## src/rtl/core/lpsa_pkg.sv

```systemverilog
// lpsa_pkg: shared constants and controller/datapath interface structs
// for the linear probe slot allocator; no dependencies
package lpsa_pkg;

    localparam int ID_W      = 31;    // request_id width
    localparam int SLOT_W    = 13;    // slot output width
    localparam int CFG_W     = 14;    // table_size register width
    localparam int WORD_W    = 32;    // bitmap bits per memory row
    localparam int WORD_SH   = 5;     // log2 of WORD_W
    localparam int APB_ADDR_W = 3;
    localparam int APB_DATA_W = 32;

    localparam logic [CFG_W-1:0] TABLE_SIZE_RESET = 14'd8192;

    // register index as decoded from paddr[2]
    localparam logic REG_TABLE_SIZE = 1'b0;

    typedef struct packed {
        logic clr_wr;     // clear one bitmap row
        logic start;      // latch request, begin divide
        logic div_step;   // one restoring divide step
        logic rd_en;      // read bitmap row at probe position
        logic eval;       // examine row, allocate or advance
        logic load_out;   // move result into output register
    } lpsa_cmd_t;

    typedef struct packed {
        logic clr_last;
        logic div_last;
        logic hit;
        logic exhausted;
        logic out_busy;
    } lpsa_stat_t;

endpackage

```

## src/rtl/core/lpsa_ctrl.sv

```systemverilog
// lpsa_ctrl: sequencing state machine for the slot allocator
// depends on lpsa_pkg (command and status structs)
module lpsa_ctrl (
    input  logic                clk,
    input  logic                rst_n,
    input  logic                in_valid,
    output logic                in_ready,
    input  lpsa_pkg::lpsa_stat_t st,
    output lpsa_pkg::lpsa_cmd_t  cmd
);

    typedef enum logic [5:0] {
        S_CLEAR = 6'b000001,
        S_IDLE  = 6'b000010,
        S_DIV   = 6'b000100,
        S_READ  = 6'b001000,
        S_EVAL  = 6'b010000,
        S_DONE  = 6'b100000
    } state_t;

    state_t state_reg;
    state_t state_next;

    always_ff @(posedge clk or negedge rst_n)
    begin
        if (!rst_n)
        begin
            state_reg <= S_CLEAR;
        end
        else
        begin
            state_reg <= state_next;
        end
    end

    always_comb
    begin
        state_next = state_reg;
        cmd        = '0;
        in_ready   = 1'b0;
        case (state_reg)
            S_CLEAR:
            begin
                cmd.clr_wr = 1'b1;
                if (st.clr_last)
                begin
                    state_next = S_IDLE;
                end
            end
            S_IDLE:
            begin
                in_ready = 1'b1;
                if (in_valid)
                begin
                    cmd.start  = 1'b1;
                    state_next = S_DIV;
                end
            end
            S_DIV:
            begin
                cmd.div_step = 1'b1;
                if (st.div_last)
                begin
                    state_next = S_READ;
                end
            end
            S_READ:
            begin
                cmd.rd_en  = 1'b1;
                state_next = S_EVAL;
            end
            S_EVAL:
            begin
                cmd.eval = 1'b1;
                if (st.hit || st.exhausted)
                begin
                    state_next = S_DONE;
                end
                else
                begin
                    state_next = S_READ;
                end
            end
            S_DONE:
            begin
                if (!st.out_busy)
                begin
                    cmd.load_out = 1'b1;
                    state_next   = S_IDLE;
                end
            end
            default:
            begin
                state_next = S_IDLE;
            end
        endcase
    end

endmodule

```

## config.mk

```make
export PLATFORM = sky130hd
export DESIGN_NAME = lpsa_ctrl
export DESIGN_NICKNAME = d
export VERILOG_FILES = /design/src/rtl/core/lpsa_pkg.sv /design/src/rtl/core/lpsa_ctrl.sv
export SDC_FILE = /design/constraint.sdc
export NUM_CORES = 1
export LEC_CHECK = 0
export BUFFER_PORTS_ARGS = -buffer_cell sky130_fd_sc_hd__buf_2
export CAP_MARGIN = 20
export CORE_AREA = 2 2 39 41
export CTS_CLUSTER_DIAMETER = 100
export CTS_CLUSTER_SIZE = 8
export DETAILED_ROUTE_END_ITERATION = 10
export DIE_AREA = 0 0 41 43
export PLACE_DENSITY = 0.52
export SLEW_MARGIN = 10
export SYNTH_ARGS = -nofsm -noshare
export SYNTH_HDL_FRONTEND = slang
export SYNTH_SLANG_ARGS = --single-unit
```

## constraint.sdc

```tcl
create_clock -name clk -period 2 [get_ports clk]
set_input_delay 0.4 -clock clk [delete_from_list [all_inputs] [get_ports clk]]
set_output_delay 0.4 -clock clk [all_outputs]
set_load 0.005 [all_outputs]
```

### Yosys cells after proc, flatten, opt, wreduce, memory -nomap -nowiden

Index checks and enable logic that the tools add are counted.

| storage, ports and cells | value |
|---|---|
| word-level logic and storage cells | 28 |
| bits in registers | 6 |
| bits of input ports | 8 |
| output and inout bits | 7 |

| operators by class | value |
|---|---|
| mux-type cells | 15 |
| equality and inequality tests | 10 |
| reduce and logical (&&, ||, !) cells | 2 |

Operators with widths:

| operator | count |
|---|---|
| 6-bit case mux with 6 select lines | 1 |
| 6-bit two-way mux | 5 |
| 1-bit two-way mux | 9 |
| 2-bit inequality test, second input constant | 4 |
| 6-bit by 1-bit == test with 1-bit output, second input constant | 1 |
| 6-bit by 2-bit == test with 1-bit output, second input constant | 1 |
| 6-bit by 3-bit == test with 1-bit output, second input constant | 1 |
| 6-bit by 4-bit == test with 1-bit output, second input constant | 1 |
| 6-bit by 5-bit == test with 1-bit output, second input constant | 1 |
| 6-bit == test, second input constant | 1 |
| 4-bit AND reduction | 1 |
| 1-bit logical OR | 1 |

### Longest topological paths before layout

Gate-level depths: netlist of the first run.

| logic depth | value |
|---|---|
| depth in word-level cells | 3 |
| gate-level depth with buffers | 5 |
| mapped depth without buffers | 4 |

### Worst setup path after synthesis of the first run

No wires, ideal clock.

| timing path | value |
|---|---|
| path type | reg2out |
| start point | reg state_reg[4] |
| end point | out cmd[3] (netlist name) |
| data required time | 1.600 ns |
| path slack | 0.140 ns |
| arrival | 1.460 ns |
| stages on the path, launching flop included | 5 |
| buffers on the path | 1 |
| cells stage by stage | dfrtp_1 > buf_6 > or4_4 > or3b_4 > inv_1 |

RTL lines:

| element | line | source |
|---|---|---|
| start: declaration | lpsa_ctrl.sv:21 | `state_t state_reg;` |
| start signal: assignment | lpsa_ctrl.sv:32 | `state_reg <= state_next;` |
| end: declaration | lpsa_ctrl.sv:9 | `output lpsa_pkg::lpsa_cmd_t cmd` |

==> results of run 1 <==
-- stage by stage --
stage	setup TNS [ps]	total power, mW	cell area, um2	util
after floorplan	0	0.420	393	-
after global placement	0	0.559	509	0.368
after detailed placement	0	0.557	509	0.368
after CTS	-220	0.768	608	0.439
after global routing	-443	0.925	663	0.479
final	-110	0.860	663	0.479
-- metal layers --
metal,vias to the layer above,GRT usage
li1,209,-
met5,-,0
met3,0,0.0838
met1,208,0.178
met2,14,0.200
met4,0,0.0333
-- area by class of cell --
cell class              instances  area, um2
flip-flops and latches          6        153
clock buffers                   4       26.3
fillers                       137        721
repair buffers                 29        199
well taps                      16       20.0
inverters                       4       15.0
multi-input cells              28        250
-- cell families (layout without fill, tap and decap cells) --
group           Yosys count  after routing
simple gates             21             21
compound gates            6              6
buf+inv                   5             37
flops                     6              6
xor+xnor                  1              1
-- power groups by stage --
stage	clock network (mW)	registers (mW)	logic (mW)
after detailed placement	0	0.194	0.363
after global placement	0	0.194	0.365
after floorplan	0	0.195	0.225
final	0.123	0.182	0.555
after CTS	0.128	0.186	0.454
after global routing	0.143	0.185	0.597
-- worst max-delay path by stage --
stage,start,end,slack [ps],cells after the start
global route,state_reg[4],cmd[3],-150,4
finish,state_reg[5],cmd[3],-90,4
detailed placement,state_reg[5],cmd[3],120,4
floorplan,state_reg[4],cmd[3],140,4
global placement,state_reg[4],cmd[3],130,4
CTS,state_reg[4],cmd[3],-130,4
-- what timing repair did --
| item | CTS | global route |
|---|---|---|
| pin swaps | 3 | 5 |
| resized for setup | 6 | 5 |
| endpoints found under the hold margin | 5 | 0 |
| buffers inserted | 5 | 5 |
| endpoints found under the setup margin | 3 | 6 |
| hold buffers | 1 | 0 |
-- worst max-delay path: stages, from the launching register on --
cell and delay [ps]:
dfrtp_1 370, or4_4 540, or3b_4 400, inv_2 50, buf_2 90
-- Yosys cell counts --
| cell | instances |
|---|---|
| nor3_1 | 1 |
| or3b_4 | 1 |
| or4b_4 | 1 |
| dfstp_2 | 1 |
| or4_4 | 2 |
| inv_1 | 4 |
| nor4_1 | 1 |
| nand2_1 | 2 |
| o22ai_2 | 1 |
| xor2_1 | 1 |
| buf_6 | 1 |
| a21oi_1 | 1 |
| o211ai_2 | 1 |
| a211oi_1 | 1 |
| nor4b_1 | 3 |
| nand3_1 | 1 |
| nor3b_1 | 3 |
| and2_1 | 1 |
| nor2_1 | 3 |
| o21ai_0 | 1 |
| and3b_1 | 1 |
| o21bai_1 | 1 |
| and3b_2 | 1 |
| dfrtp_1 | 5 |
==> impl_metrics.py, run 1 <==
metrics = {
    "sta": {
        "worstMarginPinSlew_ps": 304,
        "min_period_over_period": 1.05,
        "grt_setup_unrepaired": "yes",
        "finalHoldViolations": 0,
        "fin_ws_ps": -94.4,
        "fin_skew_ps": 15.7,
        "slew_headroom": 0.794,
        "drv_slew": 0,
        "setup_viol": 3,
        "max_freq_mhz": 477,
        "period_needed_ps": 2090,
        "holdWs_ps": 348,
    },
    "yosys": {
        "synth.area.top_cells": "dfrtp_1 32%, dfstp_2 6.7%, nor4b_1 6.7%, nor3b_1 5.7%, or4_4 5.7%",
        "ys_types": 24,
        "synth.top_cell.area_share": 0.318,
        "yosysWarningCount": 0,
        "synth_area_leader_cell": "dfrtp_1",
        "avgSynthCellArea_um2": 10.1,
        "synth_nets": 47,
        "synthCells": 39,
        "synth_compound_area_frac": 0.127,
        "syn_area_um2": 393,
        "synth_seq_area_share": 0.385,
        "synthXorXnorAreaFrac": 0.0223,
        "ys_seq_elements": 6,
        "yosys.area_share.simple": 0.398,
        "synthMuxAreaShare": 0,
        "yosys.area_share.adder": 0,
        "synth_top_family_by_area": "simple AND/OR/NAND/NOR gates",
    },
    "cts": {
        "cts_max_path_buffers": 2,
        "h-tree-depth": 1,
        "numCtsBuffers": 3,
        "clock_latency_ps": 250,
        "cts-root-buf": "clkbuf_4",
        "clkTransAtPathRegs_ps": 60,
        "cts_num_sinks": 6,
        "cts_tree": "built",
    },
    "drt": {
        "drtIter0Drc": 3,
        "ant_nets": 0,
        "top_layer": "met3",
        "viasPerCell": 4.95,
        "wl_met3_um": 71,
        "drc": 0,
        "avgRoutedWirePerCell_um": 12.5,
        "routed_wl_um": 1090,
        "firstDrtPassIters": 3,
        "met2WireLength_um": 565,
        "vias": 431,
        "drt-met1-wl_um": 448,
    },
    "grt": {
        "grt_max_degree": 8,
        "grt_pass1_vias": 399,
        "antenna_found_initial": 0,
        "grt_pass1_wl_um": 1680,
        "grt-ovfl-total": 0,
        "track_usage": 0.141,
    },
    "pwr": {
        "pwr-share-seq": 0.212,
        "comb_power_share": 0.645,
        "power.share.clock": 0.143,
        "p_sw_mw": 0.300,
        "leakage_nw": 0.346,
        "p_int_mw": 0.560,
        "swShare": 0.348,
        "ir_worst_vdd_v": 0.000521,
        "cellPowerDensity_nw_per_um2": 1300,
    },
    "layout": {
        "drive_gt1_frac": 0.634,
        "stdcell_count": 87,
        "diodes": 0,
        "mostFrequentLayoutCells": "13 x buf_2, 13 x buf_4, 4 x dfrtp_1",
        "fin_nets": 80,
        "area_growth_pct": 68.8,
        "largest_reg_flops": 6,
    },
    "placement": {
        "dp_hpwl_um": 714,
        "post-place-ws_ps": 123,
        "io_buffers": 14,
        "gp_congestion": 0.725,
        "placed_cells": 73,
    },
    "floorplanning": {
        "ios": 15,
        "die_area_um2": 1760,
        "initial_core_util": 0.284,
        "core-area_um2": 1380,
        "dieWidth_um": 41,
        "placement_rows": 14,
        "die_height_um": 43,
    },
    "critical_path": {
        "cp_data_arrival_time_ps": 1690,
        "r2r_slack_ps": 120,
        "crit_path_end_kind": "output pin",
        "r2r-end": "state_reg[1]",
        "path_class": "flop to output pin",
        "r2r_start": "state_reg[5]",
        "path_max_fanout": 2,
        "start_kind": "flop",
        "worstPathRequired_ps": 1600,
        "reg2reg_depth": 5,
    },
    "min_path": {
        "hp-class": "input pin to flop",
        "hold_start": "st[3]",
        "min_path_cells": 2,
        "hold_path_end": "state_reg[2]",
    },
    "run_status": {
        "failed_checks": "setup timing",
        "status": "finished with violations",
    },
    "run": {
        "drv_cap": 0,
    },
}
(Power assumes the default switching activity.)
==> inputs of run 2 (changes only) <==
Settings changed: BUFFER_PORTS_ARGS -buffer_cell sky130_fd_sc_hd__buf_2 to -buffer_cell sky130_fd_sc_hd__clkbuf_2.
==> impl_metrics.py, run 2 (synthesis results as in run 1) <==
metrics = {
    "min_path": {
        "hp-class": "input pin to flop",
        "min_path_cells": 2,
        "hold_path_end": "state_reg[2]",
        "hold_start": "st[3]",
    },
    "sta": {
        "setup_viol": 3,
        "grt_setup_unrepaired": "yes",
        "worstMarginPinSlew_ps": 253,
        "slew_headroom": 0.829,
        "fin_skew_ps": 12.3,
        "fin_ws_ps": -105,
        "finalHoldViolations": 0,
        "drv_slew": 0,
        "fin_setup_tns_ps": -207,
        "holdWs_ps": 374,
        "min_period_over_period": 1.05,
        "max_freq_mhz": 475,
        "period_needed_ps": 2110,
    },
    "layout": {
        "diodes": 0,
        "multi_input_area_um2": 264,
        "final_common_cell": "buf_4",
        "drive_gt1_frac": 0.657,
        "fin_nets": 79,
        "seqCellArea_um2": 154,
        "largest_reg_flops": 6,
        "nFillCells": 146,
        "area_growth_pct": 68.2,
        "postLayoutCellArea_um2": 661,
        "mostFrequentLayoutCells": "12 x buf_4, 11 x clkbuf_2",
        "fin_util": 0.477,
    },
    "critical_path": {
        "start_kind": "flop",
        "cp_data_arrival_time_ps": 1710,
        "worstPathBufferInverterCount": 2,
        "path_max_fanout": 2,
        "crit_path_end_kind": "output pin",
        "crit_cells": 4,
        "r2r-end": "state_reg[1]",
        "reg2reg_depth": 5,
        "crit_path_max_incr_delay_ps": 540,
        "crit_chain": "or4_4, or3b_4, inv_2, clkbuf_2",
        "worstPathRequired_ps": 1600,
        "critical-path-top-delay-family": "simple AND/OR/NAND/NOR gates",
        "r2r_slack_ps": 120,
        "path_class": "flop to output pin",
        "r2r_start": "state_reg[5]",
        "cp_slowest_cell": "or4_4",
    },
    "placement": {
        "gp_congestion": 0.744,
        "dpl_cell_area_um2": 509,
        "dp_hpwl_um": 684,
        "io_buffers": 14,
    },
    "drt": {
        "ant_nets": 0,
        "routed_wl_um": 1010,
        "vias": 423,
        "avgRoutedWirePerCell_um": 11.7,
        "drc": 0,
        "drtIter0Drc": 11,
        "firstDrtPassIters": 4,
        "viasPerCell": 4.92,
    },
    "run_status": {
        "failed_checks": "setup timing",
        "status": "finished with violations",
    },
    "floorplanning": {
        "initial_core_util": 0.284,
        "die_area_um2": 1760,
        "die_height_um": 43,
        "placement_rows": 14,
        "core-area_um2": 1380,
        "dieWidth_um": 41,
        "ios": 15,
    },
    "cts": {
        "numCtsBuffers": 3,
        "cts-root-buf": "clkbuf_4",
        "clkTransAtPathRegs_ps": 50,
        "cts_tree": "built",
        "cts_num_sinks": 6,
        "cts_max_path_buffers": 2,
        "clock_latency_ps": 250,
        "h-tree-depth": 1,
    },
    "grt": {
        "track_usage": 0.130,
        "grt_pass1_wl_um": 1560,
        "antenna_found_initial": 0,
        "grt_pass1_vias": 365,
        "grt_max_degree": 8,
        "grt-ovfl-total": 0,
    },
    "pwr": {
        "leakage_nw": 0.338,
        "cellPowerDensity_nw_per_um2": 1270,
        "ir_worst_vdd_v": 0.000646,
        "total_power_mw": 0.837,
    },
    "run": {
        "drv_cap": 0,
    },
}
## run 2: cell count changes in the layout (fill, tap and decap cells not counted), sizes merged
cell / delta
buf: -12
clkbuf: +11
## run 2: routing by layer
metal | wire (um) | up-vias | track usage
met5 | 0 | - | 0
met4 | 0 | 0 | 0
met3 | 66 | 0 | 0.0628
met2 | 489 | 16 | 0.203
met1 | 455 | 201 | 0.169
li1 | - | 206 | -
## run 2: per-stage QoR
stage	std cells	setup WS (ps)
2_1_floorplan	39	140
3_3_place_gp	73	131
3_5_place_dp	73	127
5_1_grt	86	-147
6_report	86	-105
4_1_cts	83	-134
## run 2: area by class of cell
| class | instances | share of cell area |
|---|---|---|
| Tap cell | 16 | 0.0303 |
| Clock buffer | 4 | 0.0398 |
| Inverter | 4 | 0.0227 |
| Timing Repair Buffer | 28 | 0.275 |
| Sequential cell | 6 | 0.233 |
| Multi-Input combinational cell | 28 | 0.400 |
## run 2: worst max path at each step
stage	start	to	slack, ps
global placement	state_reg[2]	state_reg[1]	130
detailed placement	state_reg[5]	cmd[3]	130
CTS	state_reg[4]	cmd[3]	-130
floorplan	state_reg[4]	cmd[3]	140
finish	state_reg[5]	cmd[3]	-110
global route	state_reg[5]	cmd[3]	-150
## run 2: where the power goes
part	total, mW	internal (mW)	switching (mW)	leakage, nW
Combinational	0.523	0.305	0.218	0.251
Clock	0.119	0.0755	0.0437	0.0150
Sequential	0.194	0.157	0.0374	0.0729
Total	0.837	0.537	0.299	0.338
## run 2: repair_timing
action,CTS,global route
gates resized for setup,7,8
hold endpoints to repair,5,0
setup endpoints to repair,4,5
hold buffers,1,0
setup buffers,5,3
pin swaps,3,6
==> inputs of run 3 (changes only) <==
Settings changed: SKIP_LAST_GASP set to 1.
Clock period 2 ns to 2.5 ns, I/O delays scaled along.
==> impl_metrics.py, run 3 (synthesis results as in run 1) <==
metrics = {
    "layout": {
        "drive_gt1_frac": 0.446,
        "largest_reg_flops": 6,
        "area_growth_pct": 26.8,
        "diodes": 0,
        "postLayoutCellArea_um2": 498,
        "nFillCells": 141,
        "final_common_cell": "clkbuf_2",
        "fin_nets": 65,
        "mostFrequentLayoutCells": "14 x clkbuf_2, 5 x dfrtp_1, 4 x inv_1",
    },
    "pwr": {
        "power.share.clock": 0.204,
        "cellPowerDensity_nw_per_um2": 1010,
        "pwr-share-seq": 0.347,
        "p_sw_mw": 0.190,
        "comb_power_share": 0.449,
        "total_power_mw": 0.501,
        "leakage_nw": 0.259,
        "ir_worst_vdd_v": 0.000368,
        "p_int_mw": 0.310,
        "swShare": 0.380,
    },
    "cts": {
        "clkTransAtPathRegs_ps": 50,
        "cts_num_sinks": 6,
        "cts_setup_buffers": 0,
        "clock_latency_ps": 250,
        "ctsResizeCount": 0,
        "h-tree-depth": 1,
        "numCtsBuffers": 3,
        "cts-root-buf": "clkbuf_4",
        "cts_tree": "built",
        "cts_max_path_buffers": 2,
        "cts_hold_buf": 0,
    },
    "critical_path": {
        "cp_data_arrival_time_ps": 1840,
        "r2r_start": "state_reg[2]",
        "crit_start": "state_reg[4]",
        "crit_path_end_kind": "output pin",
        "path_class": "flop to output pin",
        "path_max_fanout": 8,
        "worstPathRequired_ps": 2000,
        "start_kind": "flop",
    },
    "drt": {
        "viasPerCell": 4.92,
        "avgRoutedWirePerCell_um": 12.3,
        "firstDrtPassIters": 1,
        "drtIter0Drc": 0,
        "vias": 354,
        "routed_wl_um": 884,
        "drc": 0,
        "ant_nets": 0,
    },
    "floorplanning": {
        "initial_core_util": 0.284,
        "die_area_um2": 1760,
        "core-area_um2": 1380,
        "ios": 15,
        "placement_rows": 14,
        "die_height_um": 43,
        "dieWidth_um": 41,
    },
    "sta": {
        "setup_viol": 0,
        "slew_headroom": 0.752,
        "finalHoldViolations": 0,
        "period_needed_ps": 2340,
        "worstMarginPinSlew_ps": 369,
        "min_period_over_period": 0.936,
        "max_freq_mhz": 427,
        "drv_slew": 0,
        "fin_skew_ps": 4.64,
        "grt_setup_unrepaired": "no",
        "fin_setup_tns_ps": 0,
    },
    "placement": {
        "gp_congestion": 0.699,
        "dp_hpwl_um": 660,
        "dpl_cell_area_um2": 472,
        "io_buffers": 14,
    },
    "grt": {
        "grt_pass1_wl_um": 1350,
        "antenna_found_initial": 0,
        "grt_max_degree": 9,
        "grt-ovfl-total": 0,
        "grt_pass1_vias": 324,
        "track_usage": 0.116,
    },
    "min_path": {
        "hp-class": "input pin to async pin",
    },
    "run": {
        "drv_cap": 0,
    },
    "run_status": {
        "status": "finished clean",
    },
}
## run 3: cell types whose count changed in the layout (fill, tap and decap cells not counted), moves of 2 or more
cell and change:
buf_2 -3, buf_4 -12, nor3b_1 +2, dfrtp_2 -2, clkbuf_2 +3, dfrtp_1 +2
## run 3: worst max-delay path, stage by stage, from the launching register on
cell	delay (ps)
dfrtp_1	460
or4_4	560
or3b_4	410
inv_1	60
clkbuf_2	100
## run 3: worst paths after layout
kind,to,slack (ps),depth (start not counted)
max,cmd[3],160,4
min,state_reg[4],70,1
max reg2reg,state_reg[1],600,4
min reg2reg,state_reg[0],580,2
max in group asynchronous,state_reg[0],2200,1
min in group clk,state_reg[2],460,2
## run 3: per-layer routing
layer	part of all wire	wire, um	track usage
met1	0.52	456	0.172
met2	0.40	358	0.141
met3	0.059	52	0.0157
met4	0.018	16	0.100
met5	0	0	0
## run 3: per-stage QoR
step,util,worst slack [ps],hold slack (ps),std cells
floorplan,-,540,204,39
global placement,0.341,446,344,68
detailed placement,0.341,444,338,68
CTS,0.360,155,61.1,72
global route,0.360,117,68.3,72
finish,0.360,161,69.1,72
## run 3: power by group through the flow
stage                     Sequential [mW]  Clock [mW]  Combinational, mW
final                               0.174       0.102              0.225
after global placement              0.173           0              0.227
after detailed placement            0.172           0              0.227
after CTS                           0.172       0.105              0.229
after floorplan                     0.156           0              0.180
after global routing                0.180       0.106              0.253
## run 3: area by class of cell
class | instances | area, um2 | area share
Multi-Input combinational cell | 28 | 215 | 0.432
Clock buffer | 4 | 26.3 | 0.0528
Tap cell | 16 | 20.0 | 0.0402
Sequential cell | 6 | 151 | 0.304
Timing Repair Buffer | 14 | 70.1 | 0.141
Inverter | 4 | 15.0 | 0.0302
